`config.mk`:
```
export PLATFORM = sky130hd
export DESIGN_NAME = id3_text_frame_decoder
export DESIGN_NICKNAME = d
export VERILOG_FILES = /design/src/id3_tfd_pkg.sv /design/src/id3_tfd_in_reg.sv /design/src/id3_tfd_decode.sv /design/src/id3_text_frame_decoder.sv
export SDC_FILE = /design/constraint.sdc
export NUM_CORES = 1
export LEC_CHECK = 0
export BUFFER_PORTS_ARGS = -buffer_cell sky130_fd_sc_hd__buf_2
export CAP_MARGIN = 20
export CORE_MARGIN = 1.5
export CORE_UTILIZATION = 50
export CTS_CLUSTER_SIZE = 16
export DETAILED_ROUTE_END_ITERATION = 8
export GPL_ROUTABILITY_DRIVEN = 0
export GPL_TIMING_DRIVEN = 0
export HOLD_SLACK_MARGIN = 0.05
export PLACE_DENSITY = 0.74
export SLEW_MARGIN = 20
export SYNTH_ARGS = -nofsm -noshare
export SYNTH_HDL_FRONTEND = slang
export SYNTH_SLANG_ARGS = --single-unit
```
`constraint.sdc`:
```
create_clock -name clk -period 2.2 [get_ports clk]
set_input_delay 0.44 -clock clk [delete_from_list [all_inputs] [get_ports clk]]
set_output_delay 0.44 -clock clk [all_outputs]
set_load 0.1 [all_outputs]
```
`src/id3_tfd_pkg.sv`:
```
package id3_tfd_pkg;

  // Frame decode mode, chosen by the encoding byte
  typedef enum logic [1:0] {
    MODE_PASS  = 2'd0,
    MODE_UTF16 = 2'd1,
    MODE_BAD   = 2'd2
  } mode_t;

  localparam logic [7:0]  BYTE_FF     = 8'hff;
  localparam logic [7:0]  BYTE_ZERO   = 8'h00;
  localparam logic [7:0]  ENC_LATIN1  = 8'h00;
  localparam logic [7:0]  ENC_UNSUPP  = 8'h03;
  localparam logic [7:0]  CHAR_DOT    = 8'h2e;
  localparam logic [15:0] BOM_LE      = 16'hfffe;
  localparam logic [15:0] BOM_BE      = 16'hfeff;

  // One result beat
  typedef struct packed {
    logic [7:0] out_char;
    logic       char_valid;
    logic       bad_encoding;
    logic       end_of_text;
  } result_t;

endpackage

```
`src/id3_tfd_in_reg.sv`:
```
module id3_tfd_in_reg
  import id3_tfd_pkg::*;
(
  input  logic       clk,
  input  logic       rst_n,
  input  logic       in_valid,
  output logic       in_stall,
  input  logic [7:0] in_byte,
  input  logic       in_frame_last,
  input  logic       advance,
  output logic       hold_valid,
  output logic [7:0] hold_byte,
  output logic       hold_last
);

  logic       valid_r, valid_nxt;
  logic [7:0] byte_r;
  logic       last_r;
  logic       take;

  // input register frees up whenever the decode stage consumes it
  assign in_stall = valid_r && !advance;
  assign take     = in_valid && !in_stall;

  always_comb begin
    valid_nxt = valid_r;
    if (take) begin
      valid_nxt = 1'b1;
    end else if (advance) begin
      valid_nxt = 1'b0;
    end
  end

  always_ff @(posedge clk) begin
    if (!rst_n) begin
      valid_r <= 1'b0;
    end else begin
      valid_r <= valid_nxt;
    end
  end

  // payload beat capture
  always_ff @(posedge clk) begin
    if (take) begin
      byte_r <= in_byte;
      last_r <= in_frame_last;
    end
  end

  assign hold_valid = valid_r;
  assign hold_byte  = byte_r;
  assign hold_last  = last_r;

endmodule

```
`src/id3_tfd_decode.sv`:
```
module id3_tfd_decode
  import id3_tfd_pkg::*;
(
  input  logic       clk,
  input  logic       rst_n,
  input  logic       step,
  input  logic [7:0] byte_in,
  input  logic       last_in,
  input  logic       unsync_en,
  output logic       emit,
  output result_t    res
);

  logic       ff_seen_r, ff_seen_nxt;
  logic       start_r, start_nxt;
  mode_t      mode_r, mode_nxt;
  logic [7:0] held_r, held_nxt;
  logic       half_r, half_nxt;
  logic       le_r, le_nxt;
  logic       mark_r, mark_nxt;
  logic       in_str_r, in_str_nxt;

  // per-byte decode, all frame state updated in one pass
  always_comb begin
    logic        drop;
    logic        have;
    logic [7:0]  ch;
    logic [15:0] unit;
    logic [7:0]  hi;
    logic [7:0]  lo;

    ff_seen_nxt = ff_seen_r;
    start_nxt   = start_r;
    mode_nxt    = mode_r;
    held_nxt    = held_r;
    half_nxt    = half_r;
    le_nxt      = le_r;
    mark_nxt    = mark_r;
    in_str_nxt  = in_str_r;
    drop        = 1'b0;
    have        = 1'b0;
    ch          = BYTE_ZERO;
    unit        = {held_r, byte_in};
    hi          = held_r;
    lo          = byte_in;

    // unsynchronisation: zero after FF is dropped
    if (unsync_en) begin
      if (ff_seen_r && (byte_in == BYTE_ZERO)) begin
        drop        = 1'b1;
        ff_seen_nxt = 1'b0;
      end else begin
        ff_seen_nxt = (byte_in == BYTE_FF);
      end
    end

    if (!drop) begin
      if (start_r) begin
        start_nxt = 1'b0;
        if (byte_in == ENC_LATIN1) begin
          mode_nxt = MODE_PASS;
        end else if (byte_in > ENC_UNSUPP) begin
          mode_nxt = MODE_PASS;
          ch       = byte_in;
          have     = 1'b1;
        end else if (byte_in == ENC_UNSUPP) begin
          mode_nxt = MODE_BAD;
        end else begin
          mode_nxt   = MODE_UTF16;
          in_str_nxt = 1'b0;
        end
      end else if (mode_r == MODE_PASS) begin
        ch   = byte_in;
        have = 1'b1;
      end else if (mode_r == MODE_UTF16) begin
        if (!half_r) begin
          held_nxt = byte_in;
          half_nxt = 1'b1;
        end else begin
          half_nxt = 1'b0;
          have     = 1'b1;
          // byte-order mark check at string start
          if (!in_str_r) begin
            in_str_nxt = 1'b1;
            if (unit == BOM_LE) begin
              mark_nxt = 1'b1;
              le_nxt   = 1'b1;
              have     = 1'b0;
            end else if (unit == BOM_BE) begin
              mark_nxt = 1'b1;
              le_nxt   = 1'b0;
              have     = 1'b0;
            end else if (!mark_r && (byte_in == BYTE_ZERO)) begin
              le_nxt = 1'b1;
            end
          end
          if (have) begin
            if (le_nxt) begin
              hi = byte_in;
              lo = held_r;
            end
            if (unit == 16'h0000) begin
              in_str_nxt = 1'b0;
              ch         = BYTE_ZERO;
            end else if (hi != BYTE_ZERO) begin
              ch = CHAR_DOT;
            end else begin
              ch = lo;
            end
          end
        end
      end
    end

    // frame end: result or bare end marker, then clear frame state
    res.out_char     = have ? ch : BYTE_ZERO;
    res.char_valid   = have;
    res.end_of_text  = last_in;
    res.bad_encoding = last_in && !have && !start_nxt &&
                       ((mode_nxt == MODE_BAD) || (mode_nxt == mode_t'(2'd3)));
    emit             = have || last_in;

    if (last_in) begin
      ff_seen_nxt = 1'b0;
      start_nxt   = 1'b1;
      mode_nxt    = MODE_PASS;
      held_nxt    = BYTE_ZERO;
      half_nxt    = 1'b0;
      le_nxt      = 1'b0;
      mark_nxt    = 1'b0;
      in_str_nxt  = 1'b0;
    end
  end

  always_ff @(posedge clk) begin
    if (!rst_n) begin
      ff_seen_r <= 1'b0;
      start_r   <= 1'b1;
      mode_r    <= MODE_PASS;
      held_r    <= BYTE_ZERO;
      half_r    <= 1'b0;
      le_r      <= 1'b0;
      mark_r    <= 1'b0;
      in_str_r  <= 1'b0;
    end else if (step) begin
      ff_seen_r <= ff_seen_nxt;
      start_r   <= start_nxt;
      mode_r    <= mode_nxt;
      held_r    <= held_nxt;
      half_r    <= half_nxt;
      le_r      <= le_nxt;
      mark_r    <= mark_nxt;
      in_str_r  <= in_str_nxt;
    end
  end

endmodule

```
`src/id3_text_frame_decoder.sv`:
```
// ID3v2 text frame decoder.
// Input channel: one payload byte per beat (in_byte) with in_frame_last on
// the final byte of the frame; accepted when in_valid is high and in_stall
// low. Output channel: decoded characters (out_char, out_char_valid,
// out_bad_encoding, out_end_of_text), taken when out_valid is high and
// out_stall low. Each frame closes with a beat carrying out_end_of_text.
// Config channel: cfg_data[0] sets unsynchronisation removal; cfg_ready is
// always high. Write it only while the block is idle.
// A byte is decoded and its result registered and offered when the result
// register is free. Throughput: one byte per cycle when not stalled, set by
// the single decode stage between the input and result registers.
// Reset (synchronous, rst_n low) empties both registers and puts the frame
// state at frame start; unsynchronisation removal is off.
// When out_stall is high with a result pending, the input register takes at
// most one more byte and holds it; in_stall is high while that byte waits.
module id3_text_frame_decoder
  import id3_tfd_pkg::*;
(
  input  logic       clk,
  input  logic       rst_n,
  input  logic       in_valid,
  output logic       in_stall,
  input  logic [7:0] in_byte,
  input  logic       in_frame_last,
  output logic       out_valid,
  input  logic       out_stall,
  output logic [7:0] out_char,
  output logic       out_char_valid,
  output logic       out_bad_encoding,
  output logic       out_end_of_text,
  input  logic       cfg_valid,
  output logic       cfg_ready,
  input  logic       cfg_data
);

  logic       unsync_r;
  logic       advance;
  logic       hold_valid;
  logic [7:0] hold_byte;
  logic       hold_last;
  logic       step;
  logic       emit;
  result_t    res;
  logic       out_valid_r, out_valid_nxt;
  result_t    out_r;

  // config register
  assign cfg_ready = 1'b1;

  always_ff @(posedge clk) begin
    if (!rst_n) begin
      unsync_r <= 1'b0;
    end else if (cfg_valid && cfg_ready) begin
      unsync_r <= cfg_data;
    end
  end

  assign advance = !out_valid_r || !out_stall;
  assign step    = hold_valid && advance;

  id3_tfd_in_reg u_in_reg (
    .clk          (clk),
    .rst_n        (rst_n),
    .in_valid     (in_valid),
    .in_stall     (in_stall),
    .in_byte      (in_byte),
    .in_frame_last(in_frame_last),
    .advance      (advance),
    .hold_valid   (hold_valid),
    .hold_byte    (hold_byte),
    .hold_last    (hold_last)
  );

  id3_tfd_decode u_decode (
    .clk      (clk),
    .rst_n    (rst_n),
    .step     (step),
    .byte_in  (hold_byte),
    .last_in  (hold_last),
    .unsync_en(unsync_r),
    .emit     (emit),
    .res      (res)
  );

  // result register
  always_comb begin
    out_valid_nxt = out_valid_r;
    if (out_valid_r && !out_stall) begin
      out_valid_nxt = 1'b0;
    end
    if (step && emit) begin
      out_valid_nxt = 1'b1;
    end
  end

  always_ff @(posedge clk) begin
    if (!rst_n) begin
      out_valid_r <= 1'b0;
    end else begin
      out_valid_r <= out_valid_nxt;
    end
  end

  always_ff @(posedge clk) begin
    if (step && emit) begin
      out_r <= res;
    end
  end

  assign out_valid        = out_valid_r;
  assign out_char         = out_r.out_char;
  assign out_char_valid   = out_r.char_valid;
  assign out_bad_encoding = out_r.bad_encoding;
  assign out_end_of_text  = out_r.end_of_text;

endmodule
```
; Word-level counts from Yosys, hierarchy flattened
; Cells that the tools add are included.
[word_totals]
wordCells = 170
inputBits = 15
ff_bits = 39
[op_classes]
n_lt_le_gt_ge = 1
n_reduce_logical = 39
bitwise = 1
muxes = 96
n_eq_ne = 16
[ops]
columns = operator, count
row1 = two-way mux 8 bit, 23
row2 = two-way mux 1 bit, 67
row3 = == test 16 bit (second input constant), 2
row4 = zero test 16 bit, 1
row5 = AND reduction 8 bit, 2
row6 = two-way mux 2 bit, 6
row7 = AND reduction 6 bit, 2
row8 = logical AND 1 bit, 10
row9 = inequality test 2 bit (second input constant), 5
row10 = nonzero test 2 bit, 5
row11 = inequality test 3 bit (second input constant), 3
row12 = nonzero test 3 bit, 3
row13 = == test 8 x 2 -> 1 bit (second input constant), 1
row14 = == test 8 bit (second input constant), 1
row15 = greater-than comparator 8 x 2 -> 1 bit (second input constant), 1
row16 = zero test 8 bit, 1
row17 = nonzero test 8 bit, 1
row18 = zero test 1 bit, 7
row19 = AND reduction 5 bit, 1
row20 = == test 2 bit (second input constant), 2
row21 = logical OR 1 bit, 3
row22 = inequality test 3 x 2 -> 1 bit (second input constant), 1
row23 = == test 2 x 1 -> 1 bit (second input constant), 1
row24 = zero test 2 bit, 1
row25 = 3 further kinds, 3

; Longest topological paths before layout
; Gate-level depths: netlist of the first run.
[depth]
depth_word = 26
ltp_mapped = 7
mapped_depth_nobuf = 6

; By module
; Synthesis of the first run repeated with hierarchy kept, for this count alone.
[unflattened]
hier_cells = 189
area_unflattened_um2 = 1981.9
[by_module_without_submodules]
columns = module, instances, cells_each, seq_area_each_um2, area_per_inst_um2
row1 = id3_tfd_decode, 1, 154, 320.3, 1237.4
row2 = id3_text_frame_decoder, 1, 22, 370.4, 426.7
row3 = id3_tfd_in_reg, 1, 13, 290.3, 317.8

; Worst setup path after synthesis of the first run
; OpenSTA, ideal clock, no wires.
[synth_path]
path_type = reg-to-reg
from = reg out_valid_r (netlist: out_valid)
to = reg u_in_reg.byte_r[0] (netlist: u_in_reg.hold_byte[0]), enable pin
n_path_buf = 0
path_slack_ns = -0.384
period_less_slack_ns = 2.584
arrival_time_ns = 2.241
stages_incl_launch_ff = 3
cell_sequence = dfxtp_1 -> and3_1 -> nor2b_1
[synth_between]
elab_chain_len = 6
[synth_lines]
columns = element, line_no
row1 = from (decl), id3_text_frame_decoder.sv:44  ; logic out_valid_r, out_valid_nxt;
row2 = from (signal assigned), id3_text_frame_decoder.sv:100  ; out_valid_r <= out_valid_nxt;
row3 = zero test 1 bit, id3_text_frame_decoder.sv:58  ; assign advance = !out_valid_r || !out_stall;
row4 = logical OR 1 bit, id3_text_frame_decoder.sv:58
row5 = zero test 1 bit, id3_tfd_in_reg.sv:22  ; assign in_stall = valid_r && !advance;
row6 = logical AND 1 bit, id3_tfd_in_reg.sv:22
row7 = via in_stall, id3_text_frame_decoder.sv:22  ; output logic in_stall,
row8 = zero test 1 bit, id3_tfd_in_reg.sv:23  ; assign take = in_valid && !in_stall;
row9 = logical AND 1 bit, id3_tfd_in_reg.sv:23
row10 = via u_in_reg.take, id3_tfd_in_reg.sv:19  ; logic take;
row11 = to (signal assigned), id3_tfd_in_reg.sv:45  ; byte_r <= in_byte;
row12 = to (decl), id3_tfd_in_reg.sv:17  ; logic [7:0] byte_r;
; The timed path passes the listed nets, and every way through them passes these cells.
; A chain may end at the register's enable or synchronous reset.

; Final worst setup path of the first run
[layout_path]
from = reg u_in_reg.byte_r[7] (netlist: u_in_reg.hold_byte[7])
to = reg out_r (netlist bit out_char[4]) (data pin)
[layout_between]
elab_chain_len = 26
[layout_lines]
columns = element, line_no
row1 = zero test 8 bit, "id3_tfd_decode.sv:49, id3_tfd_decode.sv:60, id3_tfd_decode.sv:93"
row2 = logical AND 1 bit, id3_tfd_decode.sv:93  ; end else if (!mark_r && (byte_in == BYTE_ZERO)) begin
row3 = two-way mux 1 bit, id3_tfd_decode.sv:93
row4 = two-way mux 1 bit, id3_tfd_decode.sv:89  ; end else if (unit == BOM_BE) begin
row5 = two-way mux 1 bit, id3_tfd_decode.sv:85  ; if (unit == BOM_LE) begin
row6 = two-way mux 1 bit, id3_tfd_decode.sv:83  ; if (!in_str_r) begin
row7 = two-way mux 1 bit, id3_tfd_decode.sv:76  ; if (!half_r) begin
row8 = two-way mux 1 bit, id3_tfd_decode.sv:75  ; end else if (mode_r == MODE_UTF16) begin
row9 = [10 not listed], n/a
row10 = nonzero test 8 bit, id3_tfd_decode.sv:105  ; end else if (hi != BYTE_ZERO) begin
row11 = two-way mux 8 bit, id3_tfd_decode.sv:105
row12 = two-way mux 8 bit, id3_tfd_decode.sv:102  ; if (unit == 16'h0000) begin
row13 = two-way mux 8 bit, id3_tfd_decode.sv:97  ; if (have) begin
row14 = two-way mux 8 bit, id3_tfd_decode.sv:76
row15 = two-way mux 8 bit, id3_tfd_decode.sv:75
row16 = two-way mux 8 bit, id3_tfd_decode.sv:72  ; end else if (mode_r == MODE_PASS) begin
row17 = two-way mux 8 bit, id3_tfd_decode.sv:58  ; if (start_r) begin
row18 = to (signal assigned), id3_text_frame_decoder.sv:106  ; out_r <= res;
row19 = to (decl), id3_text_frame_decoder.sv:45  ; result_t out_r;
; Several ways; a longest one is shown, not always the timed one. The select of a mux whose other input is x is not followed.

==> impl_metrics.tcl, run 1 <==
set metrics [dict create \
    synth-main-ff-cell "edfxtp_1" \
    vias_per_cell 5.74 \
    route.detailed.drc 0 \
    cap_violations 0 \
    yosysWarnings 0 \
    mostFrequentLayoutCell "buf_2" \
    dieWidth_um 64.7 \
    root_buffer "clkbuf_8" \
    die-area_um2 4190 \
    highest_layer "met4" \
    drive_gt1_frac 0.296 \
    synth.distinct_cells 49 \
    p_per_area_nw_per_um2 735 \
    gr-total-overflow 0 \
    initial_utilization 0.520 \
    post_drt_wl_per_cell_um 15.3 \
    slowest_stage "edfxtp_1" \
    synth_xor_area_frac 0.00920 \
    finalHoldViolCount 0 \
    wl_met2_mm 2.15 \
    io_buffers 27 \
    syn_nets 200 \
    grt_pass1_vias 1553 \
    max_freq_mhz 447 \
    slew-limit-headroom 0.534 \
    wl_met3_um 242 \
    htreeDepth 2 \
    end_kind "flop" \
    syn_avg_cell_area_um2 10.3 \
    cts_buffers 5 \
    critical-path-max-stage-delay_ps 460 \
    whs_ps 320 \
    final-max-slew-violation-count 0 \
    area_growth_pct 23.5 \
    clock_latency_ps 290 \
    final.min_clock_period_ps 2240 \
    crit_arrival_ps 2290 \
    synth_top_family_by_area "simple AND/OR/NAND/NOR gates" \
    num_rows 22 \
    cts_sinks 39 \
    diodes 0 \
    rsz0062_at_grt "yes" \
    hpwl_mm 2.97 \
    clockBufferDepth 2 \
    clk_pin_slew_ps 70 \
    violations "setup timing" \
    outcome "finished with violations" \
    worstPathCellList "nand4_1 -> nor4_4 -> a211oi_2 -> o21bai_4 -> a41o_1 -> a22o_1" \
    critical_path_buf_inv_count 0 \
    synth_fa_ha_area_frac 0 \
    die_h_um 64.7 \
    grt_start_max_net_pins 13 \
    synthCells 185 \
    num_vias 1595 \
    fin_nets 244 \
    first_pass_iters 4 \
    setup_ws_ps -35.2 \
    drt-total-wl_mm 4.25 \
    synthTopCellsByArea "edfxtp_1 32%, dfxtp_1 20%, nor2b_1 3.9%" \
    crit_type "reg2reg" \
    wl_met1_mm 1.77 \
    ys_ff_latch 39 \
    skew_ps 7.18 \
    cp_data_required_time_ps 2250 \
    core_area_um2 3660 \
    synth_compound_area_frac 0.190 \
    antenna_found_initial 0 \
    ant_nets 0 \
    post-route-period-util 1.02 \
    cts_tree "done" \
    cts_hold_buf 0 \
    crit_fanout 6 \
    synthArstFlopShare 0 \
    synth_area_um2 1900 \
    most-common-layout-cells "30 x buf_2, 20 x edfxtp_1, 18 x dfxtp_1, 16 x nor2_1, 13 x nand2_1" \
    grt_pass1_wl_mm 7.00 \
    muxShareOfSynthArea 0.0105 \
    synth_top_area_cell "edfxtp_1" \
    dp_slack_ps -303 \
    seq_area_frac_synth 0.515 \
    path_delay_family "compound AO/OA/AOI/OAI gates" \
    drtIter0Drc 91 \
    ir_worst_vdd_mv 0.437 \
    synth_top_area_frac 0.315 \
    worst_setup_path_start_kind "flop" \
    worst_pin_slew_ps 698 \
    ios 29 \
    setup-violations-final 3 \
    synth_edf_count 20 \
    synth_simple_gate_area_frac 0.242 \
    grt_usage 0.220 \
    hp-class "in2reg" \
    leakagePower_nw 0.876 \
]
[worst reg2reg max path: cells and delay by family (launching register included)]
kind / cells / cell delay, ps
and+or+nand+nor: 2 / 610
DFF: 1 / 460
AOI/OAI and AO/OA: 4 / 930
[synth_stat cells (all sizes together) (5+ instances only)]
library cell  instances
nor2                 17
nor4                  6
a21oi                 8
edfxtp               20
dfxtp                19
nand2                13
inv                   8
nor2b                12
a22oi                 7
nor3                  5
and2                  5
o21ai                 6
[cells by family after synthesis]
| group | count (synthesis) |
|---|---|
| other cells | 1 |
| simple gates | 78 |
| mux | 2 |
| flops | 39 |
| compound gates | 49 |
| buf+inv | 14 |
| xor+xnor | 2 |
[power by group]
group	leakage, nW	switching, mW	total, mW	internal, mW
Combinational	0.469	0.158	0.218	0.0601
Clock	0.0654	0.242	0.695	0.453
Sequential	0.342	0.0211	0.816	0.795
[cell type report]
class,count,area [um^2]
repair buffers,37,210
clock inverters,2,60.1
flip-flops and latches,39,982
fillers,291,1310
multi-input cells,132,907
well taps,48,60.1
inverters,8,30.0
clock buffers,6,72.6
plain buffers,6,30.0
[per-layer routing]
| metal | track usage | vias to the layer above |
|---|---|---|
| li1 | - | 781 |
| met1 | 0.258 | 741 |
| met2 | 0.381 | 62 |
| met3 | 0.0486 | 11 |
| met4 | 0.101 | 0 |
| met5 | 0 | - |
[flip-flops by register name, indices dropped and copies added, names as in the netlist]
name and count:
out_bad_encoding 1, u_decode.le_r 1, out_valid 1, u_decode.mark_r 1
out_char 8, u_in_reg.hold_valid 1, u_decode.mode_r 2, u_decode.half_r 1
u_decode.ff_seen_r 1, u_in_reg.hold_last 1, unsync_r 1, out_end_of_text 1
out_char_valid 1, u_decode.in_str_r 1, u_decode.start_r 1, u_in_reg.hold_byte 8
u_decode.held_r 8
[path summary, 6_finish.rpt]
| check | depth (start not counted) | from | to | slack, ps |
|---|---|---|---|---|
| min reg2reg | 2 | u_decode.held_r[1]$_SDFFE_PN0P_ | u_decode.held_r[1]$_SDFFE_PN0P_ | 510 |
| min | 1 | in_byte[2] | u_in_reg.hold_byte[2]$_DFFE_PP_ | 320 |
| max | 6 | u_in_reg.hold_byte[7]$_DFFE_PP_ | out_char[4]$_SDFFCE_PP0P_ | -40 |
| max reg2reg | 6 | u_in_reg.hold_byte[7]$_DFFE_PP_ | out_char[4]$_SDFFCE_PP0P_ | -40 |
[timing repair]
| item | in CTS | in global routing |
|---|---|---|
| endpoints found under the hold margin | 0 | 0 |
| buffers inserted | 7 | 3 |
| pin swaps | 5 | 2 |
| resized for setup | 4 | 4 |
| endpoints found under the setup margin | 15 | 25 |
[metrics by stage]
stage / TNS, ps / power (mW) / cells / area (um^2) / utilization
after CTS: 0 / 1.73 / 275 / 2310 / 0.630
after floorplan: 0 / 0.984 / 185 / 1910 / -
after global routing: -219 / 1.78 / 278 / 2350 / 0.643
after detailed placement: -3610 / 1.03 / 260 / 2100 / 0.574
final: -99.3 / 1.73 / 278 / 2350 / 0.643
after global placement: -3120 / 1.03 / 260 / 2100 / 0.574
Power figures use the tool's default switching activity.
==> run 2, diff against run 1 <==
- CORE_UTILIZATION: 50 -> 53
- CTS_BUF_LIST: unset -> sky130_fd_sc_hd__clkbuf_4 sky130_fd_sc_hd__clkbuf_8
- MAX_ROUTING_LAYER: unset -> met4
- PLACE_DENSITY: 0.74 -> 0.78
==> run 2 against run 1 <==
Against the previous run:
- the run still ends with setup timing left
- wire length is 14% higher
- final cell count rose by 0.72%
- die area is 5.4% lower
- total power is 4.5% lower
- largest power group unchanged
==> impl_metrics.tcl, run 2 (synthesis gave the netlist of run 1 again) <==
set metrics [dict create \
    worst_setup_path_start_kind "flop" \
    rsz0062_at_grt "yes" \
    grt_pass1_vias 1684 \
    p_per_area_nw_per_um2 687 \
    drtIter0Drc 127 \
    mostFrequentLayoutCell "buf_2" \
    leakagePower_nw 0.894 \
    die-area_um2 3960 \
    final-max-slew-violation-count 0 \
    num_rows 21 \
    outcome "finished with violations" \
    cp_data_required_time_ps 2330 \
    diodes 0 \
    crit_type "reg2reg" \
    end_kind "flop" \
    setup_ws_ps -14.2 \
    first_pass_iters 5 \
    hpwl_mm 2.95 \
    max_freq_mhz 452 \
    dieWidth_um 62.9 \
    worst_pin_slew_ps 711 \
    area_growth_pct 26.2 \
    clock_latency_ps 360 \
    post_drt_wl_per_cell_um 17.3 \
    root_buffer "clkbuf_4" \
    p_total_mw 1.65 \
    most-common-layout-cells "28 x buf_2, 20 x edfxtp_1, 18 x dfxtp_1, 16 x nor2_1, 15 x buf_4" \
    gr-total-overflow 0 \
    place_inst 258 \
    violations "setup timing" \
    cap_violations 0 \
    vias_per_cell 6.17 \
    finalHoldViolCount 0 \
    drt-total-wl_mm 4.83 \
    crit_fanout 6 \
    grt_pass1_wl_mm 7.57 \
    cts_tree "done" \
    ios 29 \
    fin_nets 248 \
    grt_start_max_net_pins 14 \
    ir_worst_vdd_mv 0.569 \
    io_buffers 27 \
    clk_pin_slew_ps 120 \
    initial_utilization 0.562 \
    final.min_clock_period_ps 2210 \
    htreeDepth 2 \
    grt_usage 0.252 \
    cts_hold_buf 0 \
    setup-violations-final 2 \
    ant_nets 0 \
    clockBufferDepth 2 \
    final_util 0.709 \
    skew_ps 7.66 \
    slew-limit-headroom 0.525 \
    route.detailed.drc 0 \
    cts_sinks 39 \
    core_area_um2 3390 \
    finalNonFillerCells 280 \
    hp-class "in2reg" \
    antenna_found_initial 0 \
    num_vias 1728 \
    crit_arrival_ps 2340 \
    post-route-period-util 1.01 \
    cts_buffers 5 \
    drive_gt1_frac 0.333 \
    nFillCells 237 \
    die_h_um 62.9 \
]
[run 2: changes by cell type in the layout (fill, tap and decap cells not counted), moves of 2 or more]
cell / previous run / this run
buf_2: 30 / 28
buf_4: 11 / 15
clkbuf_4: 0 / 6
clkbuf_8: 5 / 0
[run 2: worst paths after layout]
check | from | depth (start not counted) | slack, ps | to
setup / recovery | u_in_reg.hold_byte[2]$_DFFE_PP_ | 7 | -10 | out_char[7]$_SDFFCE_PP0P_
hold reg to reg | u_in_reg.hold_valid$_SDFFE_PN0P_ | 2 | 510 | out_valid$_SDFFE_PN0P_
hold / removal | in_byte[2] | 1 | 250 | u_in_reg.hold_byte[2]$_DFFE_PP_
setup reg to reg | u_in_reg.hold_byte[2]$_DFFE_PP_ | 7 | -10 | out_char[7]$_SDFFCE_PP0P_
[run 2: layout make-up]
| type | count | area (um^2) | share of cell area |
|---|---|---|---|
| Inverter | 8 | 30.0 | 0.0125 |
| Tap cell | 46 | 57.6 | 0.0239 |
| Buffer | 6 | 35.0 | 0.0146 |
| Sequential cell | 39 | 982 | 0.409 |
| Clock inverter | 3 | 67.6 | 0.0281 |
| Multi-Input combinational cell | 132 | 941 | 0.391 |
| Clock buffer | 5 | 37.5 | 0.0156 |
| Timing Repair Buffer | 41 | 253 | 0.105 |
[run 2: power by group]
group	internal [mW]	leakage, nW	switching (mW)
Sequential	0.795	0.342	0.0230
Combinational	0.0675	0.501	0.164
Clock	0.353	0.0514	0.249
[run 2: repair_timing]
action / in CTS / in global routing
pin swaps: 5 / 7
gates resized for setup: 9 / 9
setup buffers: 6 / 8
hold endpoints to repair: 0 / 0
setup endpoints to repair: 18 / 26
[run 2: per-layer routing]
layer | up-vias | global-route usage | share of wire
li1 | 790 | - | -
met1 | 785 | 0.282 | 0.38
met2 | 127 | 0.404 | 0.47
met3 | 26 | 0.0721 | 0.10
met4 | 0 | 0.142 | 0.043
met5 | - | - | 0
[run 2: stage by stage]
| step | setup TNS [ps] | hold WS (ps) | setup slack, ps | instance area (um^2) |
|---|---|---|---|---|
| after global routing | -500 | 215 | -79.8 | 2400 |
| after floorplan | 0 | 451 | 128 | 1910 |
| final | -25.3 | 252 | -14.2 | 2400 |
| after detailed placement | -3140 | 496 | -278 | 2100 |
| after global placement | -2960 | 471 | -265 | 2100 |
| after CTS | 0 | 238 | 15.1 | 2290 |
[run 2: worst max-delay path: stages, from the launching register on]
cell and delay (ps):
edfxtp_1 520, nor4_4 340, buf_4 180, nand2_2 90, o22ai_4 190, a21oi_2 110
a41o_1 320, a22o_1 240
